--- config.mk ---
export PLATFORM = sky130hd
export DESIGN_NAME = whole_word_replace_stream_flat
export DESIGN_NICKNAME = d
export VERILOG_FILES = /design/src/rtl/core/wwr_pkg.sv /design/src/rtl/core/wwr_in_if.sv /design/src/rtl/core/wwr_out_if.sv /design/src/rtl/core/wwr_ram.sv /design/src/rtl/core/whole_word_replace_stream.sv /design/src/flat_wrapper.sv
export SDC_FILE = /design/constraint.sdc
export NUM_CORES = 1
export LEC_CHECK = 0
export BUFFER_PORTS_ARGS = -buffer_cell sky130_fd_sc_hd__buf_2
export CORE_UTILIZATION = 59
export CTS_BUF_LIST = sky130_fd_sc_hd__clkbuf_4
export DETAILED_ROUTE_END_ITERATION = 12
export PLACE_DENSITY = 0.77
export SYNTH_ARGS = -nofsm -noshare
export SYNTH_HDL_FRONTEND = slang
export SYNTH_SLANG_ARGS = --single-unit
--- constraint.sdc ---
create_clock -name clk -period 6.5 [get_ports clk]
set_input_delay 1.3 -clock clk [delete_from_list [all_inputs] [get_ports clk]]
set_output_delay 1.3 -clock clk [all_outputs]
set_load 0.01 [all_outputs]
--- src/rtl/core/wwr_pkg.sv ---
// ----------------------------------------------------------------------------
// wwr_pkg: shared definitions for the whole-word replace stream
// Widths, byte codes, register indexes and sequencer states.
// ----------------------------------------------------------------------------
package wwr_pkg;

  localparam int WORD_MAX_DEF = 32;
  localparam int CHAR_W       = 8;
  localparam int LEN_W        = 4;
  localparam int CFG_DATA_W   = 64;
  localparam int CFG_IDX_W    = 2;

  localparam logic [CHAR_W-1:0] SPACE_CHAR = 8'h20;
  localparam logic [CHAR_W-1:0] NUL_CHAR   = 8'h00;
  localparam logic [LEN_W-1:0]  MAX_BYTES  = 4'd8;

  typedef enum logic [CFG_IDX_W-1:0] {
    CFG_TARGET_WORD = 2'd0,
    CFG_TARGET_LEN  = 2'd1,
    CFG_REPL_WORD   = 2'd2,
    CFG_REPL_LEN    = 2'd3
  } cfg_reg_t;

  typedef enum logic [3:0] {
    S_IDLE,
    S_CHECK,
    S_CMP_RD,
    S_CMP_CK,
    S_SEP,
    S_REPL,
    S_COPY_RD,
    S_COPY_WR,
    S_DONE,
    S_TERM
  } state_t;

endpackage

--- src/rtl/core/wwr_in_if.sv ---
// ----------------------------------------------------------------------------
// wwr_in_if: input byte channel
// Valid/ready channel carrying one sentence byte or an end marker.
// ----------------------------------------------------------------------------
interface wwr_in_if;
  logic                      valid;
  logic                      ready;
  logic [wwr_pkg::CHAR_W-1:0] in_char;
  logic                      sentence_end;

  modport source (output valid, output in_char, output sentence_end, input ready);
  modport sink   (input valid, input in_char, input sentence_end, output ready);
endinterface

--- src/rtl/core/wwr_out_if.sv ---
// ----------------------------------------------------------------------------
// wwr_out_if: output byte channel
// Valid/ready channel carrying one emitted byte or a terminator.
// ----------------------------------------------------------------------------
interface wwr_out_if;
  logic                      valid;
  logic                      ready;
  logic [wwr_pkg::CHAR_W-1:0] out_char;
  logic                      char_valid;
  logic                      last;
  logic                      word_overflow;

  modport source (output valid, output out_char, output char_valid, output last,
                  output word_overflow, input ready);
  modport sink   (input valid, input out_char, input char_valid, input last,
                  input word_overflow, output ready);
endinterface

--- src/rtl/core/wwr_ram.sv ---
// ----------------------------------------------------------------------------
// wwr_ram: generic single-port-write RAM
// One write port, one read port with registered read data.
// ----------------------------------------------------------------------------
module wwr_ram #(
  parameter int WIDTH = 8,
  parameter int DEPTH = 32
) (
  input  logic                     clk,
  input  logic                     we,
  input  logic [$clog2(DEPTH)-1:0] waddr,
  input  logic [WIDTH-1:0]         wdata,
  input  logic                     re,
  input  logic [$clog2(DEPTH)-1:0] raddr,
  output logic [WIDTH-1:0]         rdata
);

  logic [WIDTH-1:0] mem [DEPTH];

  always_ff @(posedge clk) begin
    if (we) begin
      mem[waddr] <= wdata;
    end
    if (re) begin
      rdata <= mem[raddr];
    end
  end

endmodule

--- src/rtl/core/whole_word_replace_stream.sv ---
// ----------------------------------------------------------------------------
// whole_word_replace_stream: whole-word find and replace over a byte stream
// Buffers each word, compares it to a target and emits it or a replacement.
// ----------------------------------------------------------------------------
// Bytes of a sentence arrive one item at a time, closed by an item with
// sentence_end set. Spaces split words; each word is kept in a WORD_MAX-byte
// buffer RAM. A word whose length and bytes equal the target (up to 8 bytes,
// first byte lowest) comes out as the replacement, any other word as it was
// received. Words leave separated by one space, a sentence that opens with a
// space yields one empty word, and every sentence ends with a bare item
// (char_valid 0, last 1). Bytes beyond WORD_MAX are dropped and the word's
// bytes carry word_overflow. Word bytes are taken while the sequencer is
// idle. A space or end marker that closes a word holds off input while the
// word is sent: the sequencer checks the length, compares each target byte
// (buffer RAM read, then compare), passes the separator step, emits each
// replacement byte or each buffered byte (RAM read, then load), closes the
// word and, after an end marker, emits the terminator. The single buffer
// RAM read port sets this read-then-use order. Output stalls hold the
// sequencer in each step that emits a byte. Configuration may be written
// while no sentence output is pending; length values above 8 act as 8.
// ----------------------------------------------------------------------------
module whole_word_replace_stream #(
  parameter int WORD_MAX = wwr_pkg::WORD_MAX_DEF
) (
  input  logic                           clk,
  input  logic                           rst_n,
  wwr_in_if.sink                         in_ch,
  wwr_out_if.source                      out_ch,
  input  logic                           cfg_we,
  input  logic [wwr_pkg::CFG_IDX_W-1:0]  cfg_index,
  input  logic [wwr_pkg::CFG_DATA_W-1:0] cfg_wdata
);

  localparam int ADDR_W = $clog2(WORD_MAX);
  localparam int FILL_W = $clog2(WORD_MAX + 1);
  localparam int CW     = wwr_pkg::CHAR_W;
  localparam int LW     = wwr_pkg::LEN_W;
  localparam int DW     = wwr_pkg::CFG_DATA_W;

  // Configuration registers
  logic [DW-1:0] target_word_r;
  logic [LW-1:0] target_len_r;
  logic [DW-1:0] repl_word_r;
  logic [LW-1:0] repl_len_r;

  // Sentence state
  wwr_pkg::state_t state_r, state_nxt;
  logic [FILL_W-1:0] fill_r, fill_nxt;
  logic [FILL_W-1:0] idx_r, idx_nxt;
  logic open_r, open_nxt;
  logic first_r, first_nxt;      // no word of this sentence sent yet
  logic start_r, start_nxt;      // no byte of this sentence seen yet
  logic trunc_r, trunc_nxt;
  logic end_pend_r, end_pend_nxt;
  logic match_r, match_nxt;

  // Output register
  logic          out_valid_r, out_valid_nxt;
  logic [CW-1:0] out_char_r, out_char_nxt;
  logic          out_cv_r, out_cv_nxt;
  logic          out_last_r, out_last_nxt;
  logic          out_ovf_r, out_ovf_nxt;

  // Buffer RAM
  logic              ram_we;
  logic [ADDR_W-1:0] ram_waddr;
  logic              ram_re;
  logic [CW-1:0]     ram_rdata;

  logic              accept;
  logic              slot_free;
  logic [LW-1:0]     tl_sat;
  logic [LW-1:0]     rl_sat;
  logic [FILL_W-1:0] tl_ext;
  logic [FILL_W-1:0] rl_ext;
  logic [FILL_W-1:0] idx_inc;
  logic [5:0]        byte_sh;
  logic [DW-1:0]     tgt_shift;
  logic [DW-1:0]     repl_shift;
  logic [CW-1:0]     tgt_byte;
  logic [CW-1:0]     repl_byte;

  wwr_ram #(
    .WIDTH (CW),
    .DEPTH (WORD_MAX)
  ) u_buf (
    .clk   (clk),
    .we    (ram_we),
    .waddr (ram_waddr),
    .wdata (in_ch.in_char),
    .re    (ram_re),
    .raddr (idx_r[ADDR_W-1:0]),
    .rdata (ram_rdata)
  );

  assign in_ch.ready = (state_r == wwr_pkg::S_IDLE);
  assign accept      = in_ch.valid && in_ch.ready;
  assign slot_free   = !out_valid_r || out_ch.ready;

  // Saturate lengths at eight bytes
  assign tl_sat  = (target_len_r > wwr_pkg::MAX_BYTES) ? wwr_pkg::MAX_BYTES : target_len_r;
  assign rl_sat  = (repl_len_r > wwr_pkg::MAX_BYTES) ? wwr_pkg::MAX_BYTES : repl_len_r;
  assign tl_ext  = FILL_W'(tl_sat);
  assign rl_ext  = FILL_W'(rl_sat);
  assign idx_inc = idx_r + 1'b1;

  // Byte select from the packed words (index stays below eight there)
  assign byte_sh    = {idx_r[2:0], 3'b000};
  assign tgt_shift  = target_word_r >> byte_sh;
  assign repl_shift = repl_word_r >> byte_sh;
  assign tgt_byte   = tgt_shift[CW-1:0];
  assign repl_byte  = repl_shift[CW-1:0];

  assign out_ch.valid         = out_valid_r;
  assign out_ch.out_char      = out_char_r;
  assign out_ch.char_valid    = out_cv_r;
  assign out_ch.last          = out_last_r;
  assign out_ch.word_overflow = out_ovf_r;

  // Configuration writes
  always_ff @(posedge clk) begin
    if (!rst_n) begin
      target_word_r <= '0;
      target_len_r  <= '0;
      repl_word_r   <= '0;
      repl_len_r    <= '0;
    end else if (cfg_we) begin
      case (wwr_pkg::cfg_reg_t'(cfg_index))
        wwr_pkg::CFG_TARGET_WORD: target_word_r <= cfg_wdata;
        wwr_pkg::CFG_TARGET_LEN:  target_len_r  <= cfg_wdata[LW-1:0];
        wwr_pkg::CFG_REPL_WORD:   repl_word_r   <= cfg_wdata;
        wwr_pkg::CFG_REPL_LEN:    repl_len_r    <= cfg_wdata[LW-1:0];
        default: ;
      endcase
    end
  end

  always_ff @(posedge clk) begin
    if (!rst_n) begin
      state_r     <= wwr_pkg::S_IDLE;
      fill_r      <= '0;
      idx_r       <= '0;
      open_r      <= 1'b0;
      first_r     <= 1'b1;
      start_r     <= 1'b1;
      trunc_r     <= 1'b0;
      end_pend_r  <= 1'b0;
      match_r     <= 1'b0;
      out_valid_r <= 1'b0;
    end else begin
      state_r     <= state_nxt;
      fill_r      <= fill_nxt;
      idx_r       <= idx_nxt;
      open_r      <= open_nxt;
      first_r     <= first_nxt;
      start_r     <= start_nxt;
      trunc_r     <= trunc_nxt;
      end_pend_r  <= end_pend_nxt;
      match_r     <= match_nxt;
      out_valid_r <= out_valid_nxt;
    end
  end

  // Output payload needs no reset
  always_ff @(posedge clk) begin
    out_char_r <= out_char_nxt;
    out_cv_r   <= out_cv_nxt;
    out_last_r <= out_last_nxt;
    out_ovf_r  <= out_ovf_nxt;
  end

  always_comb begin
    state_nxt     = state_r;
    fill_nxt      = fill_r;
    idx_nxt       = idx_r;
    open_nxt      = open_r;
    first_nxt     = first_r;
    start_nxt     = start_r;
    trunc_nxt     = trunc_r;
    end_pend_nxt  = end_pend_r;
    match_nxt     = match_r;
    out_valid_nxt = out_valid_r && !out_ch.ready;
    out_char_nxt  = out_char_r;
    out_cv_nxt    = out_cv_r;
    out_last_nxt  = out_last_r;
    out_ovf_nxt   = out_ovf_r;
    ram_we        = 1'b0;
    ram_waddr     = fill_r[ADDR_W-1:0];
    ram_re        = 1'b0;

    case (state_r)
      wwr_pkg::S_IDLE: begin
        if (accept) begin
          if (in_ch.sentence_end) begin
            // Flush any open word, then terminate
            end_pend_nxt = 1'b1;
            state_nxt    = open_r ? wwr_pkg::S_CHECK : wwr_pkg::S_TERM;
          end else if (in_ch.in_char == wwr_pkg::SPACE_CHAR) begin
            end_pend_nxt = 1'b0;
            start_nxt    = 1'b0;
            if (open_r || start_r) begin
              state_nxt = wwr_pkg::S_CHECK;
            end
          end else begin
            // Store the byte, or drop it past the buffer end
            if (fill_r < FILL_W'(WORD_MAX)) begin
              ram_we   = 1'b1;
              fill_nxt = fill_r + 1'b1;
            end else begin
              trunc_nxt = 1'b1;
            end
            open_nxt  = 1'b1;
            start_nxt = 1'b0;
          end
        end
      end

      wwr_pkg::S_CHECK: begin
        idx_nxt = '0;
        if (trunc_r || (fill_r != tl_ext)) begin
          match_nxt = 1'b0;
          state_nxt = wwr_pkg::S_SEP;
        end else if (tl_sat == '0) begin
          match_nxt = 1'b1;
          state_nxt = wwr_pkg::S_SEP;
        end else begin
          state_nxt = wwr_pkg::S_CMP_RD;
        end
      end

      wwr_pkg::S_CMP_RD: begin
        ram_re    = 1'b1;
        state_nxt = wwr_pkg::S_CMP_CK;
      end

      wwr_pkg::S_CMP_CK: begin
        if (ram_rdata != tgt_byte) begin
          match_nxt = 1'b0;
          idx_nxt   = '0;
          state_nxt = wwr_pkg::S_SEP;
        end else if (idx_inc == tl_ext) begin
          match_nxt = 1'b1;
          idx_nxt   = '0;
          state_nxt = wwr_pkg::S_SEP;
        end else begin
          idx_nxt   = idx_inc;
          state_nxt = wwr_pkg::S_CMP_RD;
        end
      end

      wwr_pkg::S_SEP: begin
        idx_nxt = '0;
        if (first_r || slot_free) begin
          if (!first_r) begin
            out_valid_nxt = 1'b1;
            out_char_nxt  = wwr_pkg::SPACE_CHAR;
            out_cv_nxt    = 1'b1;
            out_last_nxt  = 1'b0;
            out_ovf_nxt   = 1'b0;
          end
          if (match_r) begin
            state_nxt = (rl_sat == '0) ? wwr_pkg::S_DONE : wwr_pkg::S_REPL;
          end else begin
            state_nxt = (fill_r == '0) ? wwr_pkg::S_DONE : wwr_pkg::S_COPY_RD;
          end
        end
      end

      wwr_pkg::S_REPL: begin
        if (slot_free) begin
          out_valid_nxt = 1'b1;
          out_char_nxt  = repl_byte;
          out_cv_nxt    = 1'b1;
          out_last_nxt  = 1'b0;
          out_ovf_nxt   = trunc_r;
          idx_nxt       = idx_inc;
          if (idx_inc == rl_ext) begin
            state_nxt = wwr_pkg::S_DONE;
          end
        end
      end

      wwr_pkg::S_COPY_RD: begin
        ram_re    = 1'b1;
        state_nxt = wwr_pkg::S_COPY_WR;
      end

      wwr_pkg::S_COPY_WR: begin
        if (slot_free) begin
          out_valid_nxt = 1'b1;
          out_char_nxt  = ram_rdata;
          out_cv_nxt    = 1'b1;
          out_last_nxt  = 1'b0;
          out_ovf_nxt   = trunc_r;
          idx_nxt       = idx_inc;
          state_nxt     = (idx_inc == fill_r) ? wwr_pkg::S_DONE : wwr_pkg::S_COPY_RD;
        end
      end

      wwr_pkg::S_DONE: begin
        fill_nxt  = '0;
        open_nxt  = 1'b0;
        trunc_nxt = 1'b0;
        first_nxt = 1'b0;
        state_nxt = end_pend_r ? wwr_pkg::S_TERM : wwr_pkg::S_IDLE;
      end

      wwr_pkg::S_TERM: begin
        if (slot_free) begin
          out_valid_nxt = 1'b1;
          out_char_nxt  = wwr_pkg::NUL_CHAR;
          out_cv_nxt    = 1'b0;
          out_last_nxt  = 1'b1;
          out_ovf_nxt   = 1'b0;
          // Return to the start-of-sentence state
          fill_nxt      = '0;
          open_nxt      = 1'b0;
          first_nxt     = 1'b1;
          start_nxt     = 1'b1;
          trunc_nxt     = 1'b0;
          end_pend_nxt  = 1'b0;
          state_nxt     = wwr_pkg::S_IDLE;
        end
      end

      default: begin
        state_nxt = wwr_pkg::S_IDLE;
      end
    endcase
  end

endmodule
--- src/flat_wrapper.sv ---
// flat-port wrapper written by rule: the top's interface ports become plain ports
module whole_word_replace_stream_flat 
#(
  parameter int WORD_MAX = wwr_pkg::WORD_MAX_DEF
)
  (clk, rst_n, cfg_we, cfg_index, cfg_wdata, in_ch_valid, in_ch_in_char, in_ch_sentence_end, in_ch_ready, out_ch_valid, out_ch_out_char, out_ch_char_valid, out_ch_last, out_ch_word_overflow, out_ch_ready);
  wwr_in_if in_ch_i ();
  wwr_out_if out_ch_i ();
  input  logic clk;
  input  logic rst_n;
  input  logic cfg_we;
  input  logic [wwr_pkg::CFG_IDX_W-1:0] cfg_index;
  input  logic [wwr_pkg::CFG_DATA_W-1:0] cfg_wdata;
  input wire logic [$bits(in_ch_i.valid)-1:0] in_ch_valid;
  input wire logic [$bits(in_ch_i.in_char)-1:0] in_ch_in_char;
  input wire logic [$bits(in_ch_i.sentence_end)-1:0] in_ch_sentence_end;
  output wire logic [$bits(in_ch_i.ready)-1:0] in_ch_ready;
  output wire logic [$bits(out_ch_i.valid)-1:0] out_ch_valid;
  output wire logic [$bits(out_ch_i.out_char)-1:0] out_ch_out_char;
  output wire logic [$bits(out_ch_i.char_valid)-1:0] out_ch_char_valid;
  output wire logic [$bits(out_ch_i.last)-1:0] out_ch_last;
  output wire logic [$bits(out_ch_i.word_overflow)-1:0] out_ch_word_overflow;
  input wire logic [$bits(out_ch_i.ready)-1:0] out_ch_ready;
  assign in_ch_i.valid = in_ch_valid;
  assign in_ch_i.in_char = in_ch_in_char;
  assign in_ch_i.sentence_end = in_ch_sentence_end;
  assign in_ch_ready = in_ch_i.ready;
  assign out_ch_valid = out_ch_i.valid;
  assign out_ch_out_char = out_ch_i.out_char;
  assign out_ch_char_valid = out_ch_i.char_valid;
  assign out_ch_last = out_ch_i.last;
  assign out_ch_word_overflow = out_ch_i.word_overflow;
  assign out_ch_i.ready = out_ch_ready;
  whole_word_replace_stream #(.WORD_MAX(WORD_MAX)) u_core (.clk(clk), .rst_n(rst_n), .in_ch(in_ch_i), .out_ch(out_ch_i), .cfg_we(cfg_we), .cfg_index(cfg_index), .cfg_wdata(cfg_wdata));
endmodule
== After elaboration in Yosys (flattened, before gate mapping) ==
Memory sizes are Yosys's and may differ from the RTL's. A register that Yosys moved wholly into a read port is not among the register bits.
Index checks and enable logic that the tools add are counted.
W data, S select, Z words.
Word-level totals
  register bits after elaboration: 170
  bits in latches: 0
  memory bits (writable): 256
  memory bits (read-only): 0
  input port bits: 80
  word-level logic and storage cells: 181
  memories kept: 1
Operators by class
  $add $sub $neg: 2
  $mul: 0
  div/mod/pow operators: 0
  $lt $le $gt $ge: 3
  equality and inequality tests: 34
  shift-type cells: 2
  muxes and demuxes: 82
  bitwise operators: 0
  reductions and logical operators: 39
Memory list
  u_core.u_buf.mem: depth 32, width 8, rd ports 1, clocked after memory_dff 1, wr ports 1, RTL line wwr_ram.sv:18  | logic [WIDTH-1:0] mem [DEPTH];
Operators by type and width (count)
  $shr A64 B6 Y8: 2
  $mux W4: 19
  $mux W6: 8
  $mux W8: 5
  $pmux W4 S10: 1
  $pmux W6 S3: 2
  $mux W1: 34
  $pmux W8 S4: 1
  $reduce_and A6 Y1: 3
  $eq A4 B3 Y1 const B: 4
  $pmux W1 S3: 5
  $add A6 B1 Y6 const B: 2
  $eq A6 B4 Y1: 2
  $logic_not A4 Y1: 3
  $ne A2 B1 Y1 const B: 6
  $ne A2 B2 Y1 const B: 6
  $reduce_and A2 Y1: 6
  $pmux W1 S2: 5
  $reduce_and A5 Y1: 2
  $reduce_bool A3 Y1: 3
  $eq A4 B2 Y1 const B: 2
  $eq A4 B4 Y1 const B: 2
  $eq A8 B6 Y1 const B: 1
  $gt A4 B4 Y1 const B: 2
  22 further kinds: 36

== Logic depth before layout (Yosys ltp) ==
Gate-level depths: netlist (run 1).
  depth after elaboration: 8
  gate-level depth with buffers: 11
  mapped depth without buffers: 8

== Hierarchy ==
From an unflattened synthesis (run 1), not the netlist that was laid out.
Second synthesis, totals
  cells, all modules: 1355
  area, all modules: 18164.9 µm²
Modules (own cells, without submodules)
  wwr_ram: instances 1, cells an instance 417, area an instance 10133.5 µm², sequential area each 7927.6 µm²
  whole_word_replace_stream: instances 1, cells an instance 938, area an instance 8031.5 µm², sequential area each 3513.4 µm²

== Worst setup path after synthesis (run 1) ==
OpenSTA, ideal clock, no wires.
  kind: input-to-reg
  start: in in_ch_in_char[5]
  end: mem u_core.u_buf.mem[29][0], enable pin
  library setup time: 370 ps
  arrival time: 2456 ps
  data required time: 6130 ps
  setup slack: 3674 ps
  stages on the path: 6
  cells stage by stage: nor4b_1 a21oi_1 nand3_1 nor2_1 nand2_1 nor2_1
On the way
  longest elaborated chain between the ends: 7
Ends and longest elaborated chain
  start: declaration: RTL line flat_wrapper.sv:15  | input wire logic [$bits(in_ch_i.in_char)-1:0] in_ch_in_char;
  $eq A8 B6 Y1: RTL line whole_word_replace_stream.sv:198  | end else if (in_ch.in_char == wwr_pkg::SPACE_CHAR) begin
  $mux W1: RTL line whole_word_replace_stream.sv:198
  $mux W1: RTL line whole_word_replace_stream.sv:194  | if (in_ch.sentence_end) begin
  $mux W1: RTL line whole_word_replace_stream.sv:193  | if (accept) begin
  $mux W1: RTL line whole_word_replace_stream.sv:191  | case (state_r)
  $mux W1: RTL line wwr_ram.sv:21  | if (we) begin
  $mux W1 (not written as such): RTL line wwr_ram.sv:22  | mem[waddr] <= wdata;
  end: declaration: RTL line wwr_ram.sv:18
Every way passes these cells.

== Final worst setup path (run 1) ==
  start: reg u_core.state_r[1]
  end: out in_ch_ready
On the way
  longest elaborated chain between the ends: 1
Ends and longest elaborated chain
  start: declaration: RTL line whole_word_replace_stream.sv:47  | wwr_pkg::state_t state_r, state_nxt;
  start signal: assignment: RTL line whole_word_replace_stream.sv:140  | state_r <= wwr_pkg::S_IDLE;
  start signal: assignment: RTL line whole_word_replace_stream.sv:151  | state_r <= state_nxt;
  $logic_not A4 Y1: RTL line whole_word_replace_stream.sv:96  | assign in_ch.ready = (state_r == wwr_pkg::S_IDLE);
  end: declaration: RTL line flat_wrapper.sv:17  | output wire logic [$bits(in_ch_i.ready)-1:0] in_ch_ready;
Every way passes these cells.

==> impl_metrics.toml, run 1 <==
[cts]
cts-resized-gates = 0
htreeDepth = 3
cts.clk_slew.worst_paths_ps = 70
insertion_delay_ps = 800
cts_tree = "done"
cts_buffers = 106
cts_hold_buf = 0
cts_buffer_depth = 3
cts_num_sinks = 434
cts_root_buf = "clkbuf_4"
post-cts-setup-buffer-count = 0

[drt]
viasPerCell = 5.94
wl_mm = 41.4
wl_met1_mm = 17.9
routed.top_layer = "met5"
drc = 0
dr.pass1.iters = 5
first_iter_violations = 1090
wire_per_inst_um = 20.9
vias = 11800
ant_nets = 0
wl_met3_mm = 3.38
routed-wl-met2_mm = 19.0

[worst_setup_path]
worstPathMaxFanout = 31
worst_setup_path_start_kind = "register"
crit_required_ps = 5200
setup.worst_path.class = "register to output port"
end_kind = "output port"
cp.arrival_ps = 2320

[finish]
layout.nets = 1583
final_util_pct = 66.9
layout-drive-gt1-share_pct = 25.4
fill_cells = 2201
synthToLayoutAreaGrowth_pct = 11.1
final_cell_area_sq_um = 20500

[power_and_ir_drop]
ir_drop_mv = 0.200
leakage_nw = 6.80
total_power_mw = 5.86
internal_power_mw = 4.38
combPwrFrac_pct = 9.7
clockPowerShare_pct = 37.6
switching_share_pct = 25.3
powerDensity_nw_per_um2 = 286
pwr-share-seq_pct = 52.7
p_sw_mw = 1.49

[synthesis]
synth_top_area_share_pct = 44.7
ys.flop_type = "edfxtp_1"
synth-edff-count = 275
async_reset_ff_share_pct = 0
synth-seq-area-share_pct = 62.0
synth_nets = 1463
synthDistinctLibCells = 57
syn_inst = 1378
yosysMostFrequentCell = "nand2_1"
syn_area_per_cell_sq_um = 13.4
synth_commonest_cells = "nand2_1, edfxtp_1, dfxtp_1, a21boi_0, mux4_2"
yosysTopAreaCell = "edfxtp_1"
synth_area_leaders = "edfxtp_1, dfxtp_1, mux4_2"
yosysWarnings = 0
synth_seq_cells = 434
synth_area_sq_um = 18500

[global_route]
grt_pass1_wl_mm = 63.7
grt_remaining_overflow = 0
grt_max_degree = 137
grt_use_total_pct = 26.8
grt_pass1_vias = 11300
antenna_found_initial = 3

[timing]
worst_slew_pin_slew_ps = 1160
maxSlewViolCount = 0
period_needed_ps = 3620
timing.slew.headroom_pct = 22.7
setup_viol = 0
finalClockSkew_ps = 87.8
min_period_over_period_pct = 55.7
fmax_mhz = 276
rsz0062_at_grt = "false"
tns_ps = 0
report.final.hold_viol_count = 0
setup_ws_ps = 2880

[floorplanning]
chipHeight_um = 179
start_util_pct = 60.2
core_area_sq_um = 30700
fp.dieW_um = 179
row_count = 64
io_pins = 93
die_area_sq_um = 32000

[placed_design]
finalWeightedCongestion = 0.857
dpl.hpwl_mm = 26.0
place_ws_ps = 2350
dpl_cell_area_sq_um = 19100
port_buffers = 92

[run_status]
status = "finished, final reports clean"

[job]
maxCapViolCount = 0

[worst_hold_path]
hp-class = "register to register"
==> power groups by stage <==
stage	clock network (mW)	registers [mW]	logic, mW
after floorplan	0	3.11	0.402
after global placement	0	3.14	0.554
after detailed placement	0	3.15	0.564
after CTS	2.24	3.09	0.568
after global routing	2.39	3.10	0.631
final	2.21	3.09	0.571
==> kinds of logic (layout without fill, tap and decap cells) <==
family / after synthesis / after routing / synth area share [%]
and+or+nand+nor: 455 / 455 / 10.5
DFF: 434 / 434 / 62.0
AOI/OAI and AO/OA: 205 / 205 / 7.88
muxes: 150 / 150 / 15.6
buffers and inverters: 101 / 303 / 2.31
xor gates and xnor gates: 28 / 28 / 1.33
adders and majority gates: 5 / 5 / 0.339
other: 0 / 3 / 0
==> cell usage in the layout (no fill, tap or decap), types with 11 or more instances in the layout <==
master | netlist | routed
a21boi_0 | 129 | 129
nand3_1 | 12 | 12
nand2_1 | 287 | 287
nor2_1 | 86 | 85
dfxtp_1 | 159 | 156
buf_4 | 3 | 12
mux4_2 | 104 | 104
buf_2 | 17 | 91
edfxtp_1 | 275 | 275
a21oi_1 | 26 | 26
xnor2_1 | 12 | 12
clkbuf_4 | 0 | 162
clkinv_1 | 0 | 20
xor2_1 | 16 | 16
mux2i_1 | 32 | 32
nor2b_1 | 11 | 11
==> layer usage <==
metal	global-route usage, %	up-vias
li1	-	5386
met1	37.9	5786
met2	39.9	495
met4	10.1	2
met5	0	-
met3	7.00	89
==> final cells by class <==
cell class,instances,area [sq um],share of cell area (%)
well taps,396,495,2.42
flip-flops and latches,434,11400,55.8
clock buffers,162,1220,5.93
clock inverters,28,138,0.671
repair buffers,104,566,2.76
diodes,3,7.51,0.0366
inverters,9,33.8,0.165
multi-input cells,843,6600,32.2
==> stage by stage <==
stage / hold WS (ps) / instances
3_3_place_gp: 451 / 1786
4_1_cts: 467 / 1976
6_report: 466 / 1979
5_1_grt: 486 / 1978
2_1_floorplan: 439 / 1378
3_5_place_dp: 458 / 1786
==> worst paths after layout <==
kind | startpoint | to | slack (ps) | depth (start not counted)
max | u_core.state_r[1] | in_ch_ready | 2880 | 5
min | u_core.target_word_r[58] | u_core.target_word_r[58] | 470 | 2
max reg2reg | u_core.idx_r[1] | u_core.idx_r[0] | 2980 | 8
min reg2reg | u_core.target_word_r[58] | u_core.target_word_r[58] | 470 | 2
==> state kept, by name, summed over array words and instances, names as in the netlist <==
signal,count
u_core.u_buf.mem,256
u_core.repl_word_r,64
u_core.target_word_r,64
u_core.out_ch.out_char,8
u_core.u_buf.rdata,8
u_core.fill_r,6
u_core.idx_r,6
u_core.repl_len_r,4
u_core.state_r,4
u_core.target_len_r,4
u_core.end_pend_r,1
u_core.first_r,1
u_core.match_r,1
u_core.open_r,1
u_core.out_ch.char_valid,1
u_core.out_ch.last,1
u_core.out_ch.valid,1
u_core.out_ch.word_overflow,1
u_core.start_r,1
u_core.trunc_r,1
==> critical path: stages, from the launching register on <==
cell and delay [ps]:
dfxtp_1 300, buf_4 220, nor2_1 390, nand2_1 200, inv_1 250, buf_2 190
(Power assumes the default switching activity.)
==> run 2: changes to the inputs <==
--- a/config.mk
+++ b/config.mk
@@ -6,10 +6,10 @@
 export NUM_CORES = 1
 export LEC_CHECK = 0
 export BUFFER_PORTS_ARGS = -buffer_cell sky130_fd_sc_hd__buf_2
-export CORE_UTILIZATION = 59
+export CORE_UTILIZATION = 57
 export CTS_BUF_LIST = sky130_fd_sc_hd__clkbuf_4
 export DETAILED_ROUTE_END_ITERATION = 12
-export PLACE_DENSITY = 0.77
+export PLACE_DENSITY = 0.78
 export SYNTH_ARGS = -nofsm -noshare
 export SYNTH_HDL_FRONTEND = slang
 export SYNTH_SLANG_ARGS = --single-unit
==> constraint.sdc (replaced) <==
create_clock -name clk -period 2.98 [get_ports clk]
set_input_delay 0.596 -clock clk [delete_from_list [all_inputs] [get_ports clk]]
set_output_delay 0.596 -clock clk [all_outputs]
set_load 0.01 [all_outputs]
==> run 2 against run 1 <==
Net effect:
- global-route usage decreased by 0.43 points
- first-iteration DRC count up 7.3%
- via count increased by 2.4%
- clock power rose by 120%
- hold slack worse by 380 ps
- wire length increased by 2.7%
- final area increased by 1.9%
- register-to-register slack got worse by 2800 ps
- largest cell class unchanged
==> impl_metrics.toml, run 2 (synthesis results as in run 1) <==
[placed_design]
placed_cells = 1828
port_buffers = 92
finalWeightedCongestion = 0.842
dpl.hpwl_mm = 28.1

[timing]
worst_slew_pin_slew_ps = 820
report.final.hold_viol_count = 0
timing.slew.headroom_pct = 45.1
setup_viol = 0
rsz0062_at_grt = "false"
period_needed_ps = 2840
fmax_mhz = 352
finalClockSkew_ps = 49.9
min_period_over_period_pct = 95.2
tns_ps = 0
maxSlewViolCount = 0

[finish]
reg.largest.list = "u_core.u_buf.mem (256), u_core.repl_word_r (64), u_core.target_word_r (64)"
stdcell_count = 2032
layout-drive-gt1-share_pct = 27.2
largest_register_ff_count = 256
final_util_pct = 65.9
top_register = "u_core.u_buf.mem"
synthToLayoutAreaGrowth_pct = 13.3
layout_commonest_cell = "nand2_1"
mostFrequentLayoutCells = "nand2_1, edfxtp_1, dfxtp_1"
layout.nets = 1624
fill_cells = 2325

[cts]
insertion_delay_ps = 800
cts_buffers = 106
cts_hold_buf = 0
cts_tree = "done"
cts_root_buf = "clkbuf_4"
cts_buffer_depth = 3
cts_num_sinks = 434
htreeDepth = 3
cts.clk_slew.worst_paths_ps = 70

[worst_setup_path]
worst_setup_path_start_kind = "register"
reg2regPathDepth = 8
end_kind = "register"
cp.arrival_ps = 3520
setup.worst_path.class = "register to register"
worstPathMaxFanout = 8
crit_required_ps = 3660

[floorplanning]
io_pins = 93
core_area_sq_um = 31700
chipHeight_um = 182
start_util_pct = 58.2
row_count = 65
die_area_sq_um = 33100
fp.dieW_um = 182

[power_and_ir_drop]
leakage_nw = 7.04
powerDensity_nw_per_um2 = 618
ir_drop_mv = 0.506
internal_power_mw = 9.61
switching_share_pct = 25.6
combPwrFrac_pct = 10.8
clockPowerShare_pct = 37.5
p_sw_mw = 3.31
pwr-share-seq_pct = 51.7

[run_status]
status = "finished, final reports clean"

[drt]
dr.pass1.iters = 5
wl_mm = 42.5
drc = 0
first_iter_violations = 1170
viasPerCell = 5.93
vias = 12000
wire_per_inst_um = 20.9
ant_nets = 0

[global_route]
grt_use_total_pct = 26.3
grt_max_degree = 78
antenna_found_initial = 4
grt_remaining_overflow = 0
grt_pass1_wl_mm = 65.7
grt_pass1_vias = 11800

[worst_hold_path]
hold_path_depth = 3
hp-class = "input port to register"

[job]
maxCapViolCount = 0
-- run 2: changes by cell type in the layout (fill, tap and decap cells not counted), sizes merged --
cell,previous run,this run
buf,104,145
clkinv,24,35
clkbuf,162,155
bufinv,0,1
clkinvlp,2,1
diode,3,4
inv,11,12
-- run 2: routing by layer --
metal	GRT usage (%)	up-vias	wire length [um]
met5	0	-	13
met4	9.58	2	887
met3	6.70	74	3650
met2	41.4	548	20500
met1	35.8	5944	17400
li1	-	5477	-
-- run 2: timing repair --
action	in CTS	in global routing
resized for setup	0	0
setup endpoints to repair	0	1
setup buffers	0	5
-- run 2: power groups by stage --
stage	clock network [mW]	logic [mW]	registers, mW
finish	4.85	1.39	6.68
global route	5.26	1.52	6.69
CTS	4.95	1.38	6.68
detailed placement	0	1.37	6.81
global placement	0	1.35	6.80
floorplan	0	0.877	6.79
-- run 2: worst max-delay path: stages (launching register included) --
cell,delay [ps]
dfxtp_4,390
buf_12,140
mux4_1,580
mux2i_1,210
xor2_1,160
nand4_1,160
nor4_4,470
mux2_2,380
a211oi_1,250
-- run 2: worst paths after layout --
check	from	endpoint	slack, ps
worst max-delay path	u_core.idx_r[0]	u_core.match_r	140
worst min-delay path	cfg_wdata[14]	u_core.target_word_r[14]	90
worst max register to register	u_core.idx_r[0]	u_core.match_r	140
worst min register to register	u_core.repl_word_r[61]	u_core.repl_word_r[61]	460
-- run 2: layout make-up --
cell class / instances / area [sq um] / share of cell area, %
Inverter: 9 / 33.8 / 0.162
Clock buffer: 155 / 1160 / 5.57
Clock inverter: 40 / 193 / 0.922
Timing Repair Buffer: 145 / 948 / 4.54
Tap cell: 402 / 503 / 2.41
Multi-Input combinational cell: 843 / 6600 / 31.6
Antenna cell: 4 / 10.0 / 0.0479
Sequential cell: 434 / 11400 / 54.8
-- run 2: through the flow --
stage	setup slack (ps)	hold slack (ps)	total power, mW	area (sq um)
3_3_place_gp	-161	446	8.15	19500
3_5_place_dp	-155	452	8.18	19500
6_report	143	90.5	12.9	20900
2_1_floorplan	267	439	7.66	18500
5_1_grt	38.6	16.0	13.5	20900
4_1_cts	113	23.1	13.0	20800
